[config.mk]
export PLATFORM = sky130hd
export DESIGN_NAME = stepped_motor_speed_regulator
export DESIGN_NICKNAME = d
export VERILOG_FILES = /design/src/hdl/smsr_pkg.sv /design/src/hdl/stepped_motor_speed_regulator.sv /design/src/hdl/smsr_ctrl.sv /design/src/hdl/smsr_dp.sv
export SDC_FILE = /design/constraint.sdc
export NUM_CORES = 2
export LEC_CHECK = 0
export ABC_AREA = 1
export BUFFER_PORTS_ARGS = -buffer_cell sky130_fd_sc_hd__buf_2
export CAP_MARGIN = 20
export CORE_AREA = 2 2 338 340
export DETAILED_ROUTE_END_ITERATION = 10
export DIE_AREA = 0 0 340 342
export PLACE_DENSITY = 0.71
export SETUP_SLACK_MARGIN = 0.02
export SLEW_MARGIN = 20
export SYNTH_ARGS = -nofsm -noshare
export SYNTH_HDL_FRONTEND = slang
export SYNTH_SLANG_ARGS = --single-unit
[constraint.sdc]
create_clock -name clk -period 12.7 [get_ports clk]
set_clock_uncertainty 0.1 [all_clocks]
set_input_delay 0.635 -clock clk [delete_from_list [all_inputs] [get_ports clk]]
set_output_delay 0.635 -clock clk [all_outputs]
set_load 0.05 [all_outputs]
[src/hdl/smsr_pkg.sv]
// ----------------------------------------------------------------------------
// smsr_pkg : shared types and constants of the motor speed regulator
// Controller states, command/status structs, register indexes, helpers.
// ----------------------------------------------------------------------------
`default_nettype none
package smsr_pkg;

  localparam int WinDepth  = 5;
  localparam int WinIdxW   = (WinDepth > 1) ? $clog2(WinDepth) : 1;
  localparam int WinCntW   = $clog2(WinDepth + 1);
  localparam int SumW      = 20 + WinCntW;
  localparam int NumW      = 52;  // |dcount| * 960000 < 2^52
  localparam int DenW      = 45;  // ppt(13) * dt(32)
  localparam int QuoW      = 21;  // quotient width before saturation
  localparam logic [19:0] SpeedMax = 20'hFFFFF;
  localparam logic [19:0] RpmScale = 20'd960000;

  localparam logic [2:0] RegTarget   = 3'd0;
  localparam logic [2:0] RegFineLim  = 3'd1;
  localparam logic [2:0] RegTol      = 3'd2;
  localparam logic [2:0] RegSettle   = 3'd3;
  localparam logic [2:0] RegInterval = 3'd4;
  localparam logic [2:0] RegPpt      = 3'd5;

  typedef enum logic [3:0] {
    ST_IDLE,
    ST_START,
    ST_MEAS_CHK,
    ST_MUL,
    ST_DIV,
    ST_STORE,
    ST_SUM,
    ST_AVG,
    ST_REG,
    ST_OUT
  } state_t;

  typedef struct packed {
    logic capture;
    logic do_start;
    logic mul;
    logic div_init;
    logic div_step;
    logic store;
    logic sum_init;
    logic sum_step;
    logic avg_init;
    logic avg_step;
    logic avg_done;
    logic regulate;
    logic out_load;
  } cmd_t;

  typedef struct packed {
    logic meas_due;
    logic div_last;
    logic sum_last;
    logic avg_last;
  } sts_t;

  // tenths/10 as (tenths*205)>>11, exact below 1029; pct*75/100 is pct*3/4
  function automatic logic [7:0] duty_to_pwm(input logic [9:0] tenths);
    logic [17:0] scaled;
    logic [6:0]  pct;
    logic [8:0]  pct3;
    begin
      scaled = 18'(tenths) * 18'd205;
      pct    = scaled[17:11];
      pct3   = 9'(pct) * 9'd3;
      duty_to_pwm = 8'd180 + {1'b0, pct3[8:2]};
    end
  endfunction

endpackage
`default_nettype wire

[src/hdl/stepped_motor_speed_regulator.sv]
// ----------------------------------------------------------------------------
// stepped_motor_speed_regulator : encoder speed loop with banded duty steps
// Start beat: start, then output. Control beat: measurement check, then, if
// a measurement is due, speed divide, window sum of 1 to 5 samples at one a
// cycle and average divide; then regulate and output. One beat at a
// time; a result held off by out_tready delays the next accept by its stall.
// Reset (rst_n, synchronous, active low) clears sequencer, output valid and
// regulator state, loads register defaults; no clearing pass.
// ----------------------------------------------------------------------------
`default_nettype none
module stepped_motor_speed_regulator import smsr_pkg::*; (
  input  wire logic        clk,
  input  wire logic        rst_n,
  input  wire logic        in_tvalid,
  output logic             in_tready,
  input  wire logic [71:0] in_tdata,   // mode[0], now_ms[32:1], encoder_count[64:33]
  output logic             out_tvalid,
  input  wire logic        out_tready,
  output logic [39:0]      out_tdata,  // pwm_duty[7:0], duty_tenths[17:8],
                                       // measured_speed[37:18], is_stable[38]
  input  wire logic        cfg_we,
  input  wire logic [2:0]  cfg_idx,
  input  wire logic [17:0] cfg_wdata
);

  cmd_t cmd;
  sts_t sts;
  logic busy, in_fire, out_free;
  logic [7:0]  pwm;
  logic [9:0]  duty;
  logic [19:0] avg;
  logic        stable;
  logic        ovalid_r;
  logic [38:0] odata_r;

  // result register: frees the sequencer once the previous beat is taken
  assign out_free  = !ovalid_r || out_tready;
  assign in_tready = !busy;
  assign in_fire   = in_tvalid && in_tready;

  smsr_ctrl u_ctrl (
    .clk, .rst_n, .in_fire, .in_mode(in_tdata[0]), .out_free, .sts, .busy, .cmd
  );

  smsr_dp u_dp (
    .clk, .rst_n, .cmd, .sts,
    .in_now(in_tdata[32:1]), .in_count(in_tdata[64:33]),
    .cfg_we, .cfg_idx, .cfg_wdata,
    .pwm_level(pwm), .duty_level(duty), .avg_speed(avg), .stable
  );

  always_ff @(posedge clk) begin
    if (!rst_n) ovalid_r <= 1'b0;
    else if (cmd.out_load) ovalid_r <= 1'b1;
    else if (out_tready) ovalid_r <= 1'b0;
    if (cmd.out_load) odata_r <= {stable, avg, duty, pwm};
  end

  assign out_tvalid = ovalid_r;
  assign out_tdata  = {1'b0, odata_r};

  // one beat in flight at most
  a_busy: assert property (@(posedge clk) disable iff (!rst_n) in_fire |=> busy)
    else $error("sequencer not busy after accept");
  a_duty: assert property (@(posedge clk) disable iff (!rst_n) duty <= 10'd1000)
    else $error("duty out of range");
  a_load: assert property (@(posedge clk) disable iff (!rst_n)
    cmd.out_load |=> out_tvalid)
    else $error("result lost");

endmodule
`default_nettype wire

[src/hdl/smsr_ctrl.sv]
// ----------------------------------------------------------------------------
// smsr_ctrl : sequencer of the regulator
// Walks start, or measure, divide, window sum, average and regulate steps, then output, per beat.
// ----------------------------------------------------------------------------
`default_nettype none
module smsr_ctrl import smsr_pkg::*; (
  input  wire logic clk,
  input  wire logic rst_n,
  input  wire logic in_fire,
  input  wire logic in_mode,
  input  wire logic out_free,
  input  wire sts_t sts,
  output logic      busy,
  output cmd_t      cmd
);

  state_t state_r, state_nxt;

  always_ff @(posedge clk) begin
    if (!rst_n) state_r <= ST_IDLE;
    else        state_r <= state_nxt;
  end

  always_comb begin
    state_nxt = state_r;
    case (state_r)
      ST_IDLE:     if (in_fire) state_nxt = in_mode ? ST_START : ST_MEAS_CHK;
      ST_START:    state_nxt = ST_OUT;
      ST_MEAS_CHK: state_nxt = sts.meas_due ? ST_MUL : ST_REG;
      ST_MUL:      state_nxt = ST_DIV;
      ST_DIV:      if (sts.div_last) state_nxt = ST_STORE;
      ST_STORE:    state_nxt = ST_SUM;
      ST_SUM:      if (sts.sum_last) state_nxt = ST_AVG;
      ST_AVG:      if (sts.avg_last) state_nxt = ST_REG;
      ST_REG:      state_nxt = ST_OUT;
      ST_OUT:      if (out_free) state_nxt = ST_IDLE;
      default:     state_nxt = ST_IDLE;
    endcase
  end

  always_comb begin
    cmd      = '0;
    busy     = (state_r != ST_IDLE);
    case (state_r)
      ST_IDLE:     cmd.capture  = in_fire;
      ST_START:    cmd.do_start = 1'b1;
      ST_MEAS_CHK: cmd.mul      = sts.meas_due;
      ST_MUL:      cmd.div_init = 1'b1;
      ST_DIV:      cmd.div_step = 1'b1;
      ST_STORE: begin
        cmd.store    = 1'b1;
        cmd.sum_init = 1'b1;
      end
      ST_SUM: begin
        cmd.sum_step = 1'b1;
        cmd.avg_init = sts.sum_last;
      end
      ST_AVG: begin
        cmd.avg_step = 1'b1;
        cmd.avg_done = sts.avg_last;
      end
      ST_REG:      cmd.regulate = 1'b1;
      ST_OUT:      cmd.out_load = out_free;
      default:     cmd = '0;
    endcase
  end

endmodule
`default_nettype wire

[src/hdl/smsr_dp.sv]
// ----------------------------------------------------------------------------
// smsr_dp : regulator datapath
// Holds state, the shared shift-subtract divider, speed window and duty logic.
// ----------------------------------------------------------------------------
`default_nettype none
module smsr_dp import smsr_pkg::*; (
  input  wire logic        clk,
  input  wire logic        rst_n,
  input  wire cmd_t        cmd,
  output sts_t             sts,
  input  wire logic [31:0] in_now,
  input  wire logic [31:0] in_count,
  input  wire logic        cfg_we,
  input  wire logic [2:0]  cfg_idx,
  input  wire logic [17:0] cfg_wdata,
  output logic [7:0]       pwm_level,
  output logic [9:0]       duty_level,
  output logic [19:0]      avg_speed,
  output logic             stable
);

  // configuration
  logic [17:0] target_r;
  logic [9:0]  fine_r;
  logic [13:0] tol_r;
  logic [15:0] settle_r, ivl_r;
  logic [12:0] ppt_r;

  always_ff @(posedge clk) begin
    if (!rst_n) begin
      target_r <= '0;
      fine_r   <= 10'd50;
      tol_r    <= 14'd80;
      settle_r <= 16'd1000;
      ivl_r    <= 16'd100;
      ppt_r    <= 13'd12;
    end else if (cfg_we) begin
      case (cfg_idx)
        RegTarget:   target_r <= cfg_wdata;
        RegFineLim:  fine_r   <= cfg_wdata[9:0];
        RegTol:      tol_r    <= cfg_wdata[13:0];
        RegSettle:   settle_r <= cfg_wdata[15:0];
        RegInterval: ivl_r    <= cfg_wdata[15:0];
        RegPpt:      ppt_r    <= cfg_wdata[12:0];
        default: ;
      endcase
    end
  end

  // captured item
  logic [31:0] now_r, cnt_r;
  always_ff @(posedge clk) begin
    if (cmd.capture) begin
      now_r <= in_now;
      cnt_r <= in_count;
    end
  end

  // regulator state
  logic [31:0] last_meas_r, last_cnt_r, last_adj_r, settle_start_r;
  logic [19:0] win_r [WinDepth];
  logic [WinIdxW-1:0] slot_r;
  logic        filled_r, stable_r;
  logic [19:0] avg_r;
  logic [9:0]  duty_r;
  logic [7:0]  pwm_r;

  // measurement
  logic [31:0] dt, dcnt, dabs;
  logic [15:0] ivl_eff;
  logic [12:0] ppt_eff;
  assign dt      = now_r - last_meas_r;
  assign ivl_eff = (ivl_r == '0) ? 16'd1 : ivl_r;
  assign ppt_eff = (ppt_r == '0) ? 13'd1 : ppt_r;
  assign dcnt    = cnt_r - last_cnt_r;
  assign dabs    = dcnt[31] ? (~dcnt + 32'd1) : dcnt;
  assign sts.meas_due = (dt >= 32'(ivl_eff));

  // restoring divider shared by speed and average: one quotient bit a cycle
  logic [NumW-1:0] num_r;
  logic [DenW-1:0] den_r;
  logic [DenW:0]   rem_r;
  logic [QuoW-1:0] quo_r;
  logic [5:0]      dcnt_r;
  logic [DenW+1:0] trial;
  logic [DenW:0]   rem_sh;
  assign rem_sh = {rem_r[DenW-1:0], num_r[NumW-1]};
  assign trial  = {1'b0, rem_sh} - {2'b0, den_r};

  // window sum
  logic [SumW-1:0] sum_r;
  logic [WinIdxW-1:0] sidx_r;
  logic [WinCntW-1:0] n_r;
  logic [QuoW-1:0] spd_sat;
  assign spd_sat = (quo_r > QuoW'(SpeedMax)) ? QuoW'(SpeedMax) : quo_r;

  assign sts.div_last = (dcnt_r == 6'd1);
  assign sts.avg_last = (dcnt_r == 6'd1);
  assign sts.sum_last = (WinCntW'(sidx_r) + WinCntW'(1) >= n_r);

  always_ff @(posedge clk) begin
    if (cmd.mul) begin
      num_r  <= NumW'(dabs) * NumW'(RpmScale);
      den_r  <= DenW'(ppt_eff) * DenW'(dt);
    end else if (cmd.avg_init) begin
      // last sample is added in the same cycle
      num_r  <= {sum_r + SumW'(win_r[sidx_r]), {(NumW-SumW){1'b0}}};
      den_r  <= DenW'(n_r);
    end else if (cmd.div_step || cmd.avg_step) begin
      num_r  <= {num_r[NumW-2:0], 1'b0};
    end
    if (cmd.div_init) begin
      rem_r  <= '0;
      quo_r  <= '0;
      dcnt_r <= 6'(NumW);
    end else if (cmd.avg_init) begin
      rem_r  <= '0;
      quo_r  <= '0;
      dcnt_r <= 6'(SumW);
    end else if (cmd.div_step || cmd.avg_step) begin
      dcnt_r <= dcnt_r - 6'd1;
      if (!trial[DenW+1]) begin
        rem_r <= trial[DenW:0];
        quo_r <= {quo_r[QuoW-2:0], 1'b1};
      end else begin
        rem_r <= rem_sh;
        quo_r <= {quo_r[QuoW-2:0], 1'b0};
      end
    end
  end

  // note: speed quotient can exceed QuoW bits; track overflow separately
  logic ovf_r;
  always_ff @(posedge clk) begin
    if (cmd.div_init) ovf_r <= 1'b0;
    else if (cmd.div_step && quo_r[QuoW-1]) ovf_r <= 1'b1;
  end

  logic [WinIdxW-1:0] slot_inc;
  logic               slot_wrap;
  assign slot_wrap = (slot_r >= WinIdxW'(WinDepth - 1));
  assign slot_inc  = slot_wrap ? '0 : slot_r + WinIdxW'(1);

  always_ff @(posedge clk) begin
    if (cmd.sum_init) begin
      sum_r  <= '0;
      sidx_r <= '0;
      n_r    <= (filled_r || slot_wrap) ? WinCntW'(WinDepth) : WinCntW'(slot_r) + WinCntW'(1);
    end else if (cmd.sum_step) begin
      sum_r  <= sum_r + SumW'(win_r[sidx_r]);
      sidx_r <= sidx_r + WinIdxW'(1);
    end
  end

  // regulation
  logic [17:0] err;
  logic        up;
  logic [6:0]  step_ivl;
  logic [5:0]  step;
  logic signed [11:0] duty_new;
  logic [9:0]  duty_cl;
  assign up   = (20'(target_r) > avg_r);
  assign err  = up ? 18'(20'(target_r) - avg_r) : 18'((avg_r - 20'(target_r)) > 20'h3FFFF
                ? 20'h3FFFF : avg_r - 20'(target_r));
  always_comb begin
    if (err > 18'd16000)      begin step_ivl = 7'd20;  step = 6'd40; end
    else if (err > 18'd8000)  begin step_ivl = 7'd25;  step = 6'd25; end
    else if (err > 18'd4000)  begin step_ivl = 7'd35;  step = 6'd15; end
    else if (err > {4'd0, fine_r, 4'd0}) begin step_ivl = 7'd50; step = 6'd5; end
    else                      begin step_ivl = 7'd125; step = 6'd1; end
    duty_new = up ? $signed({2'b0, duty_r}) + $signed(12'(step))
                  : $signed({2'b0, duty_r}) - $signed(12'(step));
    if (duty_new < 0)              duty_cl = '0;
    else if (duty_new > 12'sd1000) duty_cl = 10'd1000;
    else                           duty_cl = duty_new[9:0];
  end

  always_ff @(posedge clk) begin
    if (!rst_n) begin
      last_meas_r <= '0; last_cnt_r <= '0; last_adj_r <= '0; settle_start_r <= '0;
      slot_r <= '0; filled_r <= 1'b0; avg_r <= '0; stable_r <= 1'b0;
      duty_r <= '0; pwm_r <= '0;
      for (int i = 0; i < WinDepth; i++) win_r[i] <= '0;
    end else begin
      if (cmd.do_start) begin
        duty_r <= 10'd500; pwm_r <= duty_to_pwm(10'd500);
        last_cnt_r <= cnt_r; last_meas_r <= now_r;
        settle_start_r <= now_r; last_adj_r <= now_r;
      end
      if (cmd.store) begin
        win_r[slot_r] <= ovf_r ? SpeedMax : spd_sat[19:0];
        slot_r <= slot_inc;
        if (slot_wrap) filled_r <= 1'b1;
        last_meas_r <= now_r; last_cnt_r <= cnt_r;
      end
      if (cmd.avg_done) avg_r <= trial[DenW+1] ? {quo_r[18:0], 1'b0} : {quo_r[18:0], 1'b1};
      if (cmd.regulate && !stable_r && (now_r - last_adj_r >= 32'(step_ivl))) begin
        last_adj_r <= now_r;
        if (err <= 18'(tol_r)) begin
          if (now_r - settle_start_r >= 32'(settle_r)) stable_r <= 1'b1;
        end else begin
          settle_start_r <= now_r;
          duty_r <= duty_cl;
          pwm_r  <= duty_to_pwm(duty_cl);
        end
      end
    end
  end

  assign pwm_level  = pwm_r;
  assign duty_level = duty_r;
  assign avg_speed  = avg_r;
  assign stable     = stable_r;

endmodule
`default_nettype wire

Yosys cells after proc, flatten, opt, wreduce, memory -nomap -nowiden

Memory sizes are Yosys's and may differ from the RTL's. A register that Yosys moved wholly into a read port is not among the register bits.
Index checks and enable logic that the tools add are counted.
Widths: inputs -> output; s select.

Bits in read-only memories: 0
Input bits: 98
Word-level logic and storage cells: 192
Latch bits: 0
Bits in registers: 556
Memories: 1
Output and inout port bits: 42
Bits in writable memories: 100

Memory list:

| memory     | depth | bits a word | rd ports | clocked after memory_dff | wr ports | line          | text |
|---|---|---|---|---|---|---|---|
| u_dp.win_r | 5     | 20          | 1        | 1                        | 5        | smsr_dp.sv:61 | `logic [19:0] win_r [WinDepth];` |

Multiplexer cells: 72
$add $sub $neg: 15
Multiply operators: 4
Magnitude comparators: 15
Shifts and indexed selects: 0
Bitwise operators: 1
Eq/ne operators: 20
Reductions and logical operators: 33
Div/mod/pow operators: 0

Operators by type and width:

| cell                   | number |
|---|---|
| $mux 32                | 9 |
| $mux 52                | 3 |
| $mux 45                | 3 |
| $sub 32x32->32         | 4 |
| $ge 32x16->1           | 2 |
| $mux 20                | 3 |
| $mux 10                | 5 |
| $sub 46x45->47         | 1 |
| $mul 13x32->45         | 1 |
| $mul 32x11->43 const B | 1 |
| $mux 18                | 2 |
| $pmux 4 s9             | 1 |
| $add 32x1->32 const B  | 1 |
| $ge 32x7->1            | 1 |
| $not 32->32            | 1 |
| $mux 6                 | 5 |
| $mux 7                 | 4 |
| $mux 4                 | 6 |
| $mux 8                 | 3 |
| $add 23x20->23         | 1 |
| $gt 21x20->1 const B   | 1 |
| $gt 18x20->1           | 1 |
| $gt 20x18->1 const B   | 1 |
| $reduce_or 20->1       | 1 |
| 47 further kinds       | 99 |

Depth between registers and ports, before layout

Word-level depth: 19
Gate-level depth with buffers: 81
Depth with buffers taken out: 79

Hierarchy

From an unflattened synthesis, not the netlist that was laid out.

Cells, all modules: 7419
Area total of the unflattened synthesis: 61210.0 um^2

By module, submodules not included:

| module                        | cells an instance | sequential area each (um^2) | area an instance (um^2) | instances |
|---|---|---|---|---|
| smsr_dp                       | 7292              | 16666.0                     | 59553.4                 | 1 |
| stepped_motor_speed_regulator | 50                | 1191.1                      | 1239.9                  | 1 |
| smsr_ctrl                     | 77                | 80.1                        | 416.6                   | 1 |

Worst setup path after synthesis

Ideal clock, no wire load.

Path kind: reg2reg
From: reg u_dp.avg_r[0] (netlist: u_dp.avg_speed[0])
To: reg u_dp.pwm_r[3] (netlist: u_dp.pwm_level[3])
Slack: 2.447 ns
Buffers on the path: 1
Setup time: 0.119 ns
Cell stages (with the launch flop): 62
Required time: 12.481 ns
Clock period less this slack: 10.253 ns
Data arrival time: 10.034 ns
Path through: dfxtp_1 > inv_1 > ha_1 > inv_1 > fa_1 > nand3_1 > nand3_1 > nand2_1 > nand3_1 > a21oi_1 > o21ai_0 > xor2_1 > nor2_4 > inv_1 > o21ai_0 > inv_1 > ha_1 > a21oi_1 > [26 not listed] > inv_1 > fa_1 > inv_1 > fa_1 > inv_1 > ha_1 > nand2_1 > nor2_1 > nand4_1 > o21ai_0 > xor2_1 > fa_1 > a21oi_1 > nor2_1 > nor2_1 > xnor2_1 > ha_1 > o221a_2

Cells in the longest elaborated chain, start to end: 19
Elaborated cells between the ends (all ways): 33
Classes of those cells: add/sub: 5; mul: 2; order compare: 10; mux: 15; reduce/logical: 1

RTL lines:

| item                   | line           | text |
|---|---|---|
| from (decl)            | smsr_dp.sv:64  | `logic [19:0] avg_r;` |
| from (signal assigned) | smsr_dp.sv:196 | `if (cmd.avg_done) avg_r <= trial[DenW+1] ? {quo_r[18:0], 1'b0} : {quo_r[18:0], 1'b1};` |
| $sub 20x18->20         | smsr_dp.sv:163 | `assign err = up ? 18'(20'(target_r) - avg_r) : 18'((avg_r - 20'(target_r)) > 20'h3FFFF` |
| $gt 20x18->1           | smsr_dp.sv:163 |  |
| $mux 18                | smsr_dp.sv:164 | `? 20'h3FFFF : avg_r - 20'(target_r));` |
| $mux 18                | smsr_dp.sv:163 |  |
| $gt 18x14->1           | smsr_dp.sv:169 | `else if (err > {4'd0, fine_r, 4'd0}) begin step_ivl = 7'd50; step = 6'd5; end` |
| $mux 3                 | smsr_dp.sv:169 |  |
| $mux 6                 | smsr_dp.sv:168 | `else if (err > 18'd4000) begin step_ivl = 7'd35; step = 6'd15; end` |
| $mux 6                 | smsr_dp.sv:167 | `else if (err > 18'd8000) begin step_ivl = 7'd25; step = 6'd25; end` |
| [3 not listed]         | n/a            |  |
| $gt 12x11->1           | smsr_dp.sv:174 | `else if (duty_new > 12'sd1000) duty_cl = 10'd1000;` |
| $mux 10                | smsr_dp.sv:174 |  |
| $mux 10                | smsr_dp.sv:173 | `if (duty_new < 0) duty_cl = '0;` |
| $mul 10x8->18          | smsr_pkg.sv:67 | `scaled = 18'(tenths) * 18'd205;` |
| $mul 7x2->9            | smsr_pkg.sv:69 | `pct3 = 9'(pct) * 9'd3;` |
| $add 8x7->8            | smsr_pkg.sv:70 | `duty_to_pwm = 8'd180 + {1'b0, pct3[8:2]};` |
| $mux 8                 | smsr_dp.sv:199 | `if (err <= 18'(tol_r)) begin` |
| $mux 8 *               | smsr_dp.sv:197 | `if (cmd.regulate && !stable_r && (now_r - last_adj_r >= 32'(step_ivl))) begin` |
| to (signal assigned)   | smsr_dp.sv:204 | `pwm_r <= duty_to_pwm(duty_cl);` |
| to (decl)              | smsr_dp.sv:66  | `logic [7:0] pwm_r;` |

Every way passes the cells marked *; elsewhere a longest branch is shown, timed or not.
A chain may end at the register's enable or synchronous reset.

Final worst setup path

From: reg u_dp.avg_r[0] (netlist: u_dp.avg_speed[0])
To: reg u_dp.pwm_r[5] (netlist: u_dp.pwm_level[5])

The elaborated chain is that of the path after synthesis.

==> flow_metrics.env <==
export IMPL_status="complete, no violations"
export IMPL_clock_root_buffer="clkbuf_16"
export IMPL_critPathCaptureType="flip-flop"
export IMPL_ant_nets=0
export IMPL_drive_gt1_share_pct=6.11
export IMPL_maxSlewViolCount=0
export IMPL_slowest_delay_ns=0.56
export IMPL_synthCells=7532
export IMPL_cts_sinks=719
export IMPL_worst_path_dominant_cell_family="adder cells"
export IMPL_rsz0062_at_grt="no"
export IMPL_grt_usage_pct=27.0
export IMPL_ys_flop_type="dfxtp_1"
export IMPL_final_core_util_pct=59.3
export IMPL_core_area_mm2=0.113
export IMPL_synth_edff_count=354
export IMPL_fin_nets=8747
export IMPL_die_w_um=340
export IMPL_drt_iter0_drc=3646
export IMPL_syn_area_per_cell_um2=8.18
export IMPL_h_tree_depth=3
export IMPL_vias_per_cell=5.43
export IMPL_startpoint_type="flip-flop"
export IMPL_die_h_um=342
export IMPL_die_area_mm2=0.116
export IMPL_cts_tree="built"
export IMPL_maxCapViolations=0
export IMPL_post_drt_wl_per_cell_um=17.2
export IMPL_cts_made_buffers=86
export IMPL_cts_buffer_depth=3
export IMPL_cpMostUsedCell="nand2_1"
export IMPL_worst_pin_slew_ns=1.15
export IMPL_cp_slowest_cell="fa_1"
export IMPL_clock_latency_ns=0.71
export IMPL_synthArstFlopShare_pct=0
export IMPL_crit_type="reg2reg"
export IMPL_ys_seq_elements=719
export IMPL_setup_tns_ns=0
export IMPL_synth_cell_type_count=69
export IMPL_period_share_pct=92.7
export IMPL_hold_class="in2reg"
export IMPL_grt_ovfl_total=0
export IMPL_path_max_fanout=10
export IMPL_fin_crit_ns=11.77
export IMPL_dr_pass1_iters=8
export IMPL_clk_pin_slew_ns=0.07
export IMPL_synth_warnings=0
export IMPL_crit_required_ns=13.18
export IMPL_grt_pass1_vias=48400
export IMPL_io_buffers=131
export IMPL_grt_start_max_net_pins=123
export IMPL_area_delta_synth_final_pct=8.91
export IMPL_initial_utilization_pct=54.5
export IMPL_whs_ns=0.0439
export IMPL_ys_seq_area_share_pct=29.1
export IMPL_finalHoldViolCount=0
export IMPL_path_buf_inv=6
export IMPL_mostFrequentLayoutCells="1,249 x inv_1, 1,221 x nand2_1, 775 x nor2_1"
export IMPL_worst_endpoint_arrival_ns=12.25
export IMPL_fmax_mhz=85.0
export IMPL_drt_wl_total_um=158000
export IMPL_finalWeightedCongestion=0.941
export IMPL_syn_cell_area_mm2=0.0616
export IMPL_layout_commonest_cell="inv_1"
export IMPL_slew_limit_headroom_pct=22.9
export IMPL_row_count=124
export IMPL_antenna_found_initial=4
export IMPL_io_pins=140
export IMPL_grt_pass1_wl_um=253000
export IMPL_dp_hpwl_um=119000
export IMPL_num_vias=49800
export IMPL_syn_nets=8688
export IMPL_remaining_drc_errors=0
export IMPL_setup_viol=0
path summary, 6_finish.rpt:
path                                       start                            to  slack (ns)  cells after the start
setup / recovery  u_dp.avg_speed[0]$_SDFFE_PN0P_  u_dp.pwm_level[5]$_SDFF_PN0_        0.93                     64
hold / removal                      in_tdata[26]      u_dp.now_r[25]$_DFFE_PP_        0.04                      1
setup reg to reg  u_dp.avg_speed[0]$_SDFFE_PN0P_  u_dp.pwm_level[5]$_SDFF_PN0_        0.93                     64
hold reg to reg     u_dp.pwm_level[4]$_SDFF_PN0_          odata_r[4]$_DFFE_PP_        0.35                      0
logic make-up after synthesis:
| logic type | count (synthesis) | share of synthesized area (%) |
|---|---|---|
| AND/OR/NAND/NOR | 2357 | 15.6 |
| flip-flops | 719 | 29.1 |
| XOR/XNOR | 291 | 4.14 |
| other | 1 | 0.00608 |
| adder cells (fa/ha/maj) | 1058 | 27.6 |
| AO/OA/AOI/OAI | 1573 | 14.0 |
| multiplexers | 2 | 0.0325 |
| buffers and inverters | 1531 | 9.60 |
sequential cells by signal (all words and copies together), names as in the netlist, 4 cells and up, named ones only:
name	count
u_dp.win_r	160
u_dp.avg_speed	20
u_dp.target_r	18
u_dp.last_adj_r	32
u_dp.pwm_level	8
u_dp.last_meas_r	32
u_dp.fine_r	10
u_dp.sum_r	23
u_dp.ppt_r	13
u_dp.num_r	43
odata_r	39
u_dp.last_cnt_r	32
u_dp.now_r	32
u_dp.settle_start_r	32
u_ctrl.state_r	4
u_dp.rem_r	45
u_dp.den_r	45
u_dp.duty_level	10
u_dp.cnt_r	32
u_dp.ivl_r	16
u_dp.tol_r	14
u_dp.dcnt_r	6
u_dp.quo_r	21
u_dp.settle_r	16
repair_timing:
action,CTS,global route
resized for setup,0,14
hold buffers,33,0
endpoints found under the setup margin,0,6
buffers inserted,0,1
endpoints found under the hold margin,33,0
worst reg2reg max path, delay by kind of cell, from the launching register on:
kind                       cells  cell delay (ns)
adders and majority gates     10             4.07
DFF                            1             0.33
AOI/OAI and AO/OA             16             2.76
xor gates and xnor gates       2             0.40
buffers and inverters          6             0.57
and+or+nand+nor               30             3.39
Yosys cell counts, types with 20 or more instances:
library cell | count | area, um^2
dfxtp_1 | 365 | 7310
xnor2_1 | 109 | 955
nor3_1 | 54 | 270
ha_1 | 559 | 6990
nand2_2 | 23 | 144
clkbuf_1 | 206 | 773
o22ai_1 | 23 | 144
o21ai_0 | 540 | 2700
fa_1 | 499 | 9990
o21ai_1 | 34 | 170
nand4_1 | 56 | 350
or2_2 | 21 | 131
nand3_1 | 128 | 641
xor2_1 | 182 | 1590
o211ai_1 | 56 | 420
a21oi_1 | 684 | 3420
nand2_1 | 1223 | 4590
edfxtp_1 | 354 | 10600
a211oi_1 | 20 | 150
a31oi_1 | 80 | 500
nor2_1 | 783 | 2940
inv_1 | 1250 | 4690
final cells by class:
type                    instances  area (um^2)
clock buffers                 101         2350
well taps                    1512         1890
diodes                          2         5.00
flip-flops and latches        719        17900
fillers                     10000        46000
clock inverters                61          762
inverters                    1276         4790
multi-input cells            5282        37900
repair buffers                226         1480
through the flow:
step	worst slack (ns)	area, um^2	cells
after global placement	0.817	63600	8980
after detailed placement	0.708	63600	8980
after CTS	0.568	67000	9175
final	0.931	67100	9179
after floorplan	2.45	61600	7532
after global routing	0.0349	67100	9177
layer usage:
metal	vias to the layer above	part of all wire [%]	global-route usage, %
met5	-	0.015	0
met4	4	3.8	10.4
met3	262	6.5	4.18
met2	1424	47	44.5
met1	23600	43	35.9
li1	24500	-	-
Power is left out: the tool's default activity adds up to more than one toggle a clock period on the data nets, which glitch-free logic cannot reach.
